==> config.mk <==
export PLATFORM = sky130hd
export DESIGN_NAME = ps2_mouse_packet_cursor
export DESIGN_NICKNAME = d
export VERILOG_FILES = /design/src/rtl/ps2mc_pkg.sv /design/src/rtl/ps2_mouse_packet_cursor.sv
export SDC_FILE = /design/constraint.sdc
export NUM_CORES = 1
export LEC_CHECK = 0
export BUFFER_PORTS_ARGS = -buffer_cell sky130_fd_sc_hd__buf_2
export CAP_MARGIN = 20
export CORE_MARGIN = 8
export CORE_UTILIZATION = 60
export CTS_BUF_LIST = sky130_fd_sc_hd__clkbuf_4
export CTS_CLUSTER_SIZE = 28
export DETAILED_ROUTE_END_ITERATION = 7
export GPL_TIMING_DRIVEN = 0
export HOLD_SLACK_MARGIN = 0.15
export PLACE_DENSITY = 0.8
export SLEW_MARGIN = 20
export SYNTH_ARGS = -nofsm -noshare
export SYNTH_HDL_FRONTEND = slang
export SYNTH_SLANG_ARGS = --single-unit
==> constraint.sdc <==
create_clock -name aclk -period 6.2 [get_ports aclk]
set_input_delay 1.24 -clock aclk [delete_from_list [all_inputs] [get_ports aclk]]
set_output_delay 1.24 -clock aclk [all_outputs]
set_load 0.02 [all_outputs]
==> src/rtl/ps2mc_pkg.sv <==
package ps2mc_pkg;

    // cursor coordinate width; screen sizes are clamped to 1 .. 2**COORD_BITS
    localparam int COORD_BITS = 12;
    localparam int SIZE_W     = COORD_BITS + 1;
    localparam int CFG_W      = 13;
    localparam int CMP_W      = (CFG_W > SIZE_W) ? CFG_W : SIZE_W;
    localparam int CFG_IDX_W  = 2;

    localparam logic [CFG_IDX_W-1:0] REG_SCREEN_WIDTH  = CFG_IDX_W'(0);
    localparam logic [CFG_IDX_W-1:0] REG_SCREEN_HEIGHT = CFG_IDX_W'(1);

    localparam logic [CFG_W-1:0] WIDTH_RESET  = CFG_W'(1024);
    localparam logic [CFG_W-1:0] HEIGHT_RESET = CFG_W'(768);

    localparam logic [7:0] ACK_BYTE     = 8'hfa;
    localparam logic [7:0] STATUS_MASK  = 8'hc8;
    localparam logic [7:0] STATUS_MATCH = 8'h08;

    typedef enum logic [3:0] {
        PH_WAIT_ACK = 4'b0001,
        PH_STATUS   = 4'b0010,
        PH_DX       = 4'b0100,
        PH_DY       = 4'b1000
    } phase_t;

    // register value to usable screen size: zero acts as one, large values saturate
    function automatic logic [SIZE_W-1:0] eff_size(input logic [CFG_W-1:0] raw);
        logic [CMP_W-1:0] raw_w;
        logic [CMP_W-1:0] lim_w;
        raw_w = CMP_W'(raw);
        lim_w = CMP_W'(1) << COORD_BITS;
        if (raw == '0) begin
            return SIZE_W'(1);
        end else if (raw_w > lim_w) begin
            return lim_w[SIZE_W-1:0];
        end else begin
            return raw_w[SIZE_W-1:0];
        end
    endfunction

endpackage

==> src/rtl/ps2_mouse_packet_cursor.sv <==
// ps2 mouse packet decoder with a clamped screen cursor
//
// s_ channel: one mouse byte per request (s_code_byte). the first 0xfa after
// reset arms the framer; then each packet is a status byte (bits 7,6,3 must
// read 0,0,1, else the byte is dropped), dx and dy as signed bytes.
// m_ channel: one result per complete packet with the new cursor position,
// the status byte and both deltas. x moves by +dx, y by -dy, each clamped
// to 0 .. size-1 of the configured screen.
// cfg_wr_*: register 0 is the screen width, register 1 the height, written
// with no wait; any valid write recenters the cursor on both axes.
// latency: the result of a dy byte is on m_ the cycle after it is taken.
// throughput: one byte per cycle, set by the single state/result register
// stage; every byte is folded into the framer state in its accept cycle.
// stall: while a result waits on m_ready, status and dx bytes are still
// taken; only a dy byte waits until the result register is free.
// reset (aresetn low, synchronous): framer waits for the acknowledge byte,
// size 1024 x 768, cursor at 512, 384, no result pending.
module ps2_mouse_packet_cursor (
    input  logic                                aclk,
    input  logic                                aresetn,
    input  logic                                cfg_wr_en,
    input  logic [ps2mc_pkg::CFG_IDX_W-1:0]     cfg_wr_index,
    input  logic [ps2mc_pkg::CFG_W-1:0]         cfg_wr_data,
    input  logic                                s_valid,
    output logic                                s_ready,
    input  logic [7:0]                          s_code_byte,
    output logic                                m_valid,
    input  logic                                m_ready,
    output logic [ps2mc_pkg::COORD_BITS-1:0]    m_cursor_x,
    output logic [ps2mc_pkg::COORD_BITS-1:0]    m_cursor_y,
    output logic [7:0]                          m_status_bits,
    output logic signed [7:0]                   m_delta_x,
    output logic signed [7:0]                   m_delta_y
);

    localparam int CB = ps2mc_pkg::COORD_BITS;
    localparam int SW = ps2mc_pkg::SIZE_W;
    localparam int AW = CB + 2; // signed sum width for one axis

    // framer and cursor state
    ps2mc_pkg::phase_t            phase_reg, phase_next;
    logic [7:0]                   held_status_reg, held_status_next;
    logic [7:0]                   held_dx_reg, held_dx_next;
    logic [CB-1:0]                pos_x_reg, pos_x_next;
    logic [CB-1:0]                pos_y_reg, pos_y_next;
    logic [ps2mc_pkg::CFG_W-1:0]  width_reg, width_next;
    logic [ps2mc_pkg::CFG_W-1:0]  height_reg, height_next;

    // result register
    logic                         m_valid_reg, m_valid_next;
    logic [CB-1:0]                out_x_reg, out_x_next;
    logic [CB-1:0]                out_y_reg, out_y_next;
    logic [7:0]                   out_status_reg, out_status_next;
    logic [7:0]                   out_dx_reg, out_dx_next;
    logic [7:0]                   out_dy_reg, out_dy_next;

    logic                         s_fire;
    logic                         cfg_hit;
    logic [SW-1:0]                size_x, size_y;
    logic [SW-1:0]                size_x_new, size_y_new;
    logic [CB-1:0]                max_x, max_y;
    logic signed [AW-1:0]         sum_x, sum_y;
    logic [CB-1:0]                clamp_x, clamp_y;

    // a dy byte needs the result register; every other byte can always go in
    assign s_ready = !m_valid_reg || m_ready || (phase_reg != ps2mc_pkg::PH_DY);
    assign s_fire  = s_valid && s_ready;

    // effective sizes of the current settings
    assign size_x = ps2mc_pkg::eff_size(width_reg);
    assign size_y = ps2mc_pkg::eff_size(height_reg);
    assign max_x  = CB'(size_x - SW'(1));
    assign max_y  = CB'(size_y - SW'(1));

    // move: x by +dx, y by -dy, in a signed word two bits wider than a coordinate
    assign sum_x = $signed({2'b00, pos_x_reg}) + AW'($signed(held_dx_reg));
    assign sum_y = $signed({2'b00, pos_y_reg}) - AW'($signed(s_code_byte));

    always_comb begin
        if (sum_x < 0) begin
            clamp_x = '0;
        end else if (sum_x[CB:0] > {1'b0, max_x}) begin
            clamp_x = max_x;
        end else begin
            clamp_x = sum_x[CB-1:0];
        end
        if (sum_y < 0) begin
            clamp_y = '0;
        end else if (sum_y[CB:0] > {1'b0, max_y}) begin
            clamp_y = max_y;
        end else begin
            clamp_y = sum_y[CB-1:0];
        end
    end

    // register writes; unknown indexes leave everything alone
    always_comb begin
        width_next  = width_reg;
        height_next = height_reg;
        cfg_hit     = 1'b0;
        if (cfg_wr_en) begin
            case (cfg_wr_index)
                ps2mc_pkg::REG_SCREEN_WIDTH: begin
                    width_next = cfg_wr_data;
                    cfg_hit    = 1'b1;
                end
                ps2mc_pkg::REG_SCREEN_HEIGHT: begin
                    height_next = cfg_wr_data;
                    cfg_hit     = 1'b1;
                end
                default: begin
                    cfg_hit = 1'b0;
                end
            endcase
        end
    end

    assign size_x_new = ps2mc_pkg::eff_size(width_next);
    assign size_y_new = ps2mc_pkg::eff_size(height_next);

    // framer, cursor and result register
    always_comb begin
        phase_next       = phase_reg;
        held_status_next = held_status_reg;
        held_dx_next     = held_dx_reg;
        pos_x_next       = pos_x_reg;
        pos_y_next       = pos_y_reg;
        m_valid_next     = m_valid_reg && !m_ready;
        out_x_next       = out_x_reg;
        out_y_next       = out_y_reg;
        out_status_next  = out_status_reg;
        out_dx_next      = out_dx_reg;
        out_dy_next      = out_dy_reg;

        if (s_fire) begin
            case (phase_reg)
                ps2mc_pkg::PH_WAIT_ACK: begin
                    if (s_code_byte == ps2mc_pkg::ACK_BYTE) begin
                        phase_next = ps2mc_pkg::PH_STATUS;
                    end
                end
                ps2mc_pkg::PH_STATUS: begin
                    // resync: bad status bytes are dropped here
                    if ((s_code_byte & ps2mc_pkg::STATUS_MASK) == ps2mc_pkg::STATUS_MATCH) begin
                        held_status_next = s_code_byte;
                        phase_next       = ps2mc_pkg::PH_DX;
                    end
                end
                ps2mc_pkg::PH_DX: begin
                    held_dx_next = s_code_byte;
                    phase_next   = ps2mc_pkg::PH_DY;
                end
                ps2mc_pkg::PH_DY: begin
                    pos_x_next      = clamp_x;
                    pos_y_next      = clamp_y;
                    phase_next      = ps2mc_pkg::PH_STATUS;
                    m_valid_next    = 1'b1;
                    out_x_next      = clamp_x;
                    out_y_next      = clamp_y;
                    out_status_next = held_status_reg;
                    out_dx_next     = held_dx_reg;
                    out_dy_next     = s_code_byte;
                end
                default: begin
                    phase_next = ps2mc_pkg::PH_WAIT_ACK;
                end
            endcase
        end

        // recenter on a write to either size register (the user writes only while idle; not enforced here)
        if (cfg_hit) begin
            pos_x_next = size_x_new[SW-1:1];
            pos_y_next = size_y_new[SW-1:1];
        end
    end

    always_ff @(posedge aclk) begin
        if (!aresetn) begin
            phase_reg       <= ps2mc_pkg::PH_WAIT_ACK;
            held_status_reg <= '0;
            held_dx_reg     <= '0;
            width_reg       <= ps2mc_pkg::WIDTH_RESET;
            height_reg      <= ps2mc_pkg::HEIGHT_RESET;
            pos_x_reg       <= CB'(ps2mc_pkg::eff_size(ps2mc_pkg::WIDTH_RESET) >> 1);
            pos_y_reg       <= CB'(ps2mc_pkg::eff_size(ps2mc_pkg::HEIGHT_RESET) >> 1);
            m_valid_reg     <= 1'b0;
        end else begin
            phase_reg       <= phase_next;
            held_status_reg <= held_status_next;
            held_dx_reg     <= held_dx_next;
            width_reg       <= width_next;
            height_reg      <= height_next;
            pos_x_reg       <= pos_x_next;
            pos_y_reg       <= pos_y_next;
            m_valid_reg     <= m_valid_next;
        end
    end

    // result payload, no reset needed
    always_ff @(posedge aclk) begin
        out_x_reg      <= out_x_next;
        out_y_reg      <= out_y_next;
        out_status_reg <= out_status_next;
        out_dx_reg     <= out_dx_next;
        out_dy_reg     <= out_dy_next;
    end

    assign m_valid       = m_valid_reg;
    assign m_cursor_x    = out_x_reg;
    assign m_cursor_y    = out_y_reg;
    assign m_status_bits = out_status_reg;
    assign m_delta_x     = $signed(out_dx_reg);
    assign m_delta_y     = $signed(out_dy_reg);

`ifndef NO_ASSERTIONS
    // a taken dy byte always produces a result next cycle
    assert property (@(posedge aclk) disable iff (!aresetn)
        (s_fire && phase_reg == ps2mc_pkg::PH_DY) |=> m_valid)
        else $error("dy byte did not produce a result");

    // cursor stays on screen on both axes
    assert property (@(posedge aclk) disable iff (!aresetn)
        ({1'b0, pos_x_reg} < size_x) && ({1'b0, pos_y_reg} < size_y))
        else $error("cursor outside screen");

    // input only stalls behind a pending result
    assert property (@(posedge aclk) disable iff (!aresetn)
        !s_ready |-> (m_valid_reg && phase_reg == ps2mc_pkg::PH_DY))
        else $error("input stalled with no pending result");

    // framer leaves the wait state only on an acknowledge byte
    assert property (@(posedge aclk) disable iff (!aresetn)
        (phase_reg == ps2mc_pkg::PH_WAIT_ACK && !(s_fire && s_code_byte == ps2mc_pkg::ACK_BYTE))
        |=> phase_reg == ps2mc_pkg::PH_WAIT_ACK)
        else $error("framer armed without acknowledge");
`endif

endmodule

### Yosys cells after proc, flatten, opt, wreduce, memory -nomap -nowiden

Cells that the tools add are included.

* word-level logic and storage cells: 83
* flip-flop bits (word level): 119
* output and inout port bits: 50
* input bits: 28

* reduce and logical (&&, ||, !) cells: 19
* order comparisons: 8
* multiplexer cells: 29
* $add $sub $neg: 4
* eq/ne operators: 10

Operators by type and width (number)
* $mux 12: 14
* $mux 13: 8
* $gt 13x13->1 const B: 4
* $logic_not 13->1: 4
* $lt 14x1->1 const B: 2
* $gt 13x12->1: 2
* $sub 12x1->12 const B: 2
* $pmux 4 s4: 1
* $add 13x8->14: 1
* $sub 13x8->14: 1
* $eq 8x8->1 const B: 1
* $mux 4: 2
* $reduce_and 2->1: 3
* $reduce_and 3->1: 2
* $eq 4x1->1 const B: 1
* $eq 4x2->1 const B: 1
* $eq 4x3->1 const B: 1
* $eq 4x4->1 const B: 1
* $mux 1: 4
* $ne 2x2->1 const B: 2
* $ne 4x4->1 const B: 1
* $reduce_bool 2->1: 2
* $eq 3x1->1 const B: 1
* $eq 2x1->1 const B: 1
* 5 further kinds: 8

### Depth between registers and ports, before layout

* depth in word-level cells: 10
* depth in mapped cells: 20
* gate-level depth less buffers: 19

### Worst setup path after synthesis

No wires, ideal clock.

* path type: input -> register
* start point: in s_code_byte[7]
* end point: reg pos_y_reg[8]
* arrival: 4.450 ns
* data required time: 6.104 ns
* cell stages on the path: 14
* buffers on the path: 0
* setup time: 0.096 ns
* slack: 1.654 ns
* path through: inv_1 ha_1 nor2b_1 o21a_1 a311o_1 xor2_1 ha_1 nand2_1 nor2_1 a2111oi_0 a21oi_1 nor2_2 mux2_2 o41ai_2

* word-level cells in the longest chain between the ends: 7
* elaborated cells on any way between the ends: 8
* those cells by class: add/sub (1); order compare (2); mux (5)

RTL lines
* start, declared: RTL line ps2_mouse_packet_cursor.sv:26 `input logic [7:0] s_code_byte,`
* $sub 13x8->14 *: RTL line ps2_mouse_packet_cursor.sv:77 `assign sum_y = $signed({2'b00, pos_y_reg}) - AW'($signed(s_code_byte));`
* $gt 13x12->1: RTL line ps2_mouse_packet_cursor.sv:89 `end else if (sum_y[CB:0] > {1'b0, max_y}) begin`
* $mux 12: RTL line ps2_mouse_packet_cursor.sv:89
* $mux 12 *: RTL line ps2_mouse_packet_cursor.sv:87 `if (sum_y < 0) begin`
* $mux 12 *: RTL line ps2_mouse_packet_cursor.sv:136 `case (phase_reg)`
* $mux 12 *: RTL line ps2_mouse_packet_cursor.sv:135 `if (s_fire) begin`
* $mux 12 *: RTL line ps2_mouse_packet_cursor.sv:171 `if (cfg_hit) begin`
* end signal, assigned: RTL line ps2_mouse_packet_cursor.sv:185 `pos_y_reg <= CB'(ps2mc_pkg::eff_size(ps2mc_pkg::HEIGHT_RESET) >> 1);`
* end signal, assigned: RTL line ps2_mouse_packet_cursor.sv:194 `pos_y_reg <= pos_y_next;`
* end, declared: RTL line ps2_mouse_packet_cursor.sv:45 `logic [CB-1:0] pos_y_reg, pos_y_next;`

Mark *: on every way between the ends. The rest lies on a longest branch, timed or not. The select of a mux whose other input is x is not followed.
A chain may end at the register's enable or synchronous reset.

### Worst setup path in the final report

* start point: reg height_reg[2] (netlist name)
* end point: reg pos_y_reg[8]

* word-level cells in the longest chain between the ends: 10
* elaborated cells on any way between the ends: 17
* those cells by class: add/sub (1); order compare (3); mux (11); reduce/logical (2)

RTL lines
* start, declared: RTL line ps2_mouse_packet_cursor.sv:47 `logic [ps2mc_pkg::CFG_W-1:0] height_reg, height_next;`
* start signal, assigned: RTL line ps2_mouse_packet_cursor.sv:183 `height_reg <= ps2mc_pkg::HEIGHT_RESET;`
* start signal, assigned: RTL line ps2_mouse_packet_cursor.sv:192 `height_reg <= height_next;`
* $gt 13x13->1: RTL line ps2mc_pkg.sv:35 `end else if (raw_w > lim_w) begin`
* $mux 12: RTL line ps2mc_pkg.sv:35
* $mux 12: RTL line ps2mc_pkg.sv:33 `if (raw == '0) begin`
* $sub 12x1->12: RTL line ps2_mouse_packet_cursor.sv:73 `assign max_y = CB'(size_y - SW'(1));`
* $gt 13x12->1: RTL line ps2_mouse_packet_cursor.sv:89
* $mux 12: RTL line ps2_mouse_packet_cursor.sv:89
* $mux 12: RTL line ps2_mouse_packet_cursor.sv:87
* $mux 12: RTL line ps2_mouse_packet_cursor.sv:136
* $mux 12: RTL line ps2_mouse_packet_cursor.sv:135
* $mux 12 *: RTL line ps2_mouse_packet_cursor.sv:171

Marked as above.

==> flow_metrics.tcl <==
set metrics [dict create \
    status "finished clean" \
    wl_per_cell_microns 18.7 \
    finalMaxSlewViolations 0 \
    io_pins 78 \
    combinationalPowerShare_pct 24.9 \
    synthMuxAreaShare_pct 4.83 \
    cpPeakStageDelay_ns 0.59 \
    synthXorXnorAreaFrac_pct 3.28 \
    ys_seq_area_share_pct 38.5 \
    synth_edf_count 48 \
    synth_top_family_by_area "compound AO/OA/AOI/OAI gates" \
    drt_iter0_drc 714 \
    slew-limit-headroom_pct 50.3 \
    grt.total_usage_pct 25.1 \
    rr_startpoint "height_reg[2]" \
    finalCritPeriodShare_pct 84.7 \
    setup_tns_ns 0 \
    worstPathCellList "or4_4 -> or4_1 -> buf_2 -> nor2_4 -> o21ai_0 -> ha_1 -> clkbuf_1 -> o21a_1 -> a31oi_1 -> ha_1 -> a21oi_1 -> o21ai_0 -> a2111oi_0 -> a21oi_1 -> nor2_2 -> mux2_2 -> o41ai_2" \
    yosys.area_share.adder_pct 9.28 \
    cp-start-kind "flip-flop" \
    antenna_cells 0 \
    fin_skew_ns 0.0178 \
    switchingPower_w 0.000652 \
    clock_path_buffers 2 \
    crit_slowest_cell "or4_4" \
    yosysUniqueCellTypes 75 \
    cts_tree "built" \
    switching_share_pct 33.8 \
    dr_total_vias 6888 \
    critical_path_required_ns 6.68 \
    cts.sinks 119 \
    die_w_microns 127 \
    yosys_register_bits 119 \
    p_seq_share_pct 44.4 \
    worstSetupPathType "reg -> reg" \
    hold_viol 0 \
    hpwl_microns 16100 \
    layout-drive-gt1-share_pct 14.7 \
    clk_latency_ns 0.57 \
    cts.htree.levels 4 \
    start_util_pct 61.7 \
    synth_ff_type "dfxtp_1" \
    tightest_slew_ns 0.740 \
    instances_no_fill 1103 \
    netlist_instances 827 \
    min_path_cells 0 \
    cts_setup_buffers 0 \
    vias_per_cell 6.24 \
    dr.pass1.iters 5 \
    min_period_ns 5.25 \
    worst_setup_path_end_kind "flip-flop" \
    reg2reg_slack_ns 0.95 \
    p_leak_nw 3.36 \
    drt.antenna.violating_nets 0 \
    yosysTopAreaCell "edfxtp_1" \
    p_int_w 0.00128 \
    antenna_found_initial 0 \
    grt_max_degree 58 \
    remaining_drc_errors 0 \
    synth_area_sq_um 7440 \
    setup_viol 0 \
    yosys_warnings 0 \
    overflow 0 \
    grt_pass1_vias 6486 \
    cp_data_arrival_time_ns 5.73 \
    fp-row-count 40 \
    path_clk_slew_ns 0.12 \
    hold_ws_ns 0.444 \
    syn_to_final_growth_pct 12.0 \
    syn-num-nets 909 \
    final_common_cell "buf_2" \
    rsz0062_at_grt "false" \
    r2r_cells 17 \
    min_to "m_status_bits[6]" \
    synth_top_area_share_pct 19.4 \
    cts_buffers 17 \
    cts_root_buffer "clkbuf_4" \
    path_max_fanout 9 \
    synth_area_leaders "edfxtp_1, dfxtp_1, ha_1, o21ai_0, nand2_1" \
    async_flop_share_pct 0 \
    clkPwrFrac_pct 30.7 \
    synth_compound_area_share_pct 21.0 \
    final_cell_mix "buf_2, nand2_1, dfxtp_1" \
    hold_path_class "reg -> reg" \
    ir_worst_vdd_uv 116 \
    drt-total-wl_microns 20700 \
    port_buffers 76 \
    r2r-end "pos_y_reg[8]" \
    grt_pass1_wl_microns 32400 \
    dieHeight_microns 127 \
    nets 1004 \
    place.gp.congestion 0.969 \
    hp-start "held_status_reg[6]" \
    core_area_sq_um 12100 \
    max-cap-violations 0 \
    yosys.area_share.simple_pct 18.8 \
    cts.repair.resized 0 \
    dieArea_sq_um 16200 \
    nFillCells 996 \
    dp.cells 1071 \
    timing.fmax_mhz 191 \
    holdBufCountCts 0 \
    power_density_nw_per_um2 231 \
    syn_avg_cell_area_sq_um 9.00 \
    final_util_pct 69.1 \
]
-- area by class of cell --
cell class	instances	area (sq um)	area share, %
clock inverters	14	165	1.98
plain buffers	42	173	2.07
repair buffers	76	380	4.56
flip-flops and latches	119	2860	34.3
well taps	168	210	2.52
inverters	40	150	1.80
multi-input cells	626	4260	51.1
clock buffers	18	135	1.62
-- stage by stage --
step	total power [W]	worst slack (ns)	instance area, sq um
after floorplan	0.00120	1.65	7440
after global placement	0.00132	1.09	8030
after detailed placement	0.00134	0.966	8040
after CTS	0.00192	1.00	8340
after global routing	0.00201	0.629	8340
final	0.00193	0.951	8340
-- critical path, delay by kind of cell, from the launching register on --
family          cells  cell delay, ns
compound gates      8            1.89
simple gates        4            1.49
fa+ha+maj           2            0.59
mux                 1            0.42
flops               1            0.39
buf+inv             2            0.39
-- synthesized netlist by cell type (9+ instances only) --
master / instances
dfxtp_1: 71
clkbuf_1: 35
xor2_1: 9
xnor2_1: 17
nand2_1: 77
o21a_1: 13
and3_1: 14
edfxtp_1: 48
a21o_1: 12
o31ai_1: 18
a31oi_1: 11
nand3_1: 21
nor2_1: 54
nand2b_1: 10
and2_1: 13
nor3_1: 12
ha_1: 52
inv_1: 39
mux2i_1: 28
o21ai_0: 59
a21oi_1: 46
a21boi_0: 15
nor2b_1: 33
-- power by group through the flow --
stage,sequential [W],combinational [W],clock [W]
CTS,0.000854,0.000468,0.000597
global placement,0.000871,0.000444,0
global route,0.000856,0.000521,0.000629
detailed placement,0.000872,0.000464,0
floorplan,0.000865,0.000338,0
finish,0.000855,0.000480,0.000593
-- cell families after synthesis --
group / Yosys count
AO/OA/AOI/OAI: 236
flip-flops: 119
XOR/XNOR: 27
AND/OR/NAND/NOR: 274
multiplexers: 35
adder cells (fa/ha/maj): 54
buffers and inverters: 82
-- how the worst max path moves through the flow --
| stage | from | end | slack, ns |
|---|---|---|---|
| finish | height_reg[2] | pos_y_reg[8] | 0.95 |
| global route | height_reg[2] | pos_y_reg[8] | 0.63 |
| detailed placement | s_code_byte[7] | pos_y_reg[8] | 0.97 |
| floorplan | s_code_byte[7] | pos_y_reg[8] | 1.65 |
| CTS | height_reg[2] | pos_y_reg[8] | 1.00 |
| global placement | s_code_byte[7] | pos_y_reg[8] | 1.09 |
-- per-layer routing --
metal	wire (microns)	part of all wire (%)	GRT usage, %
met1	8890	43	32.3
met2	9550	46	40.5
met3	1800	8.7	5.16
met4	432	2.1	9.94
met5	0	0	0
(Power assumes the default switching activity.)
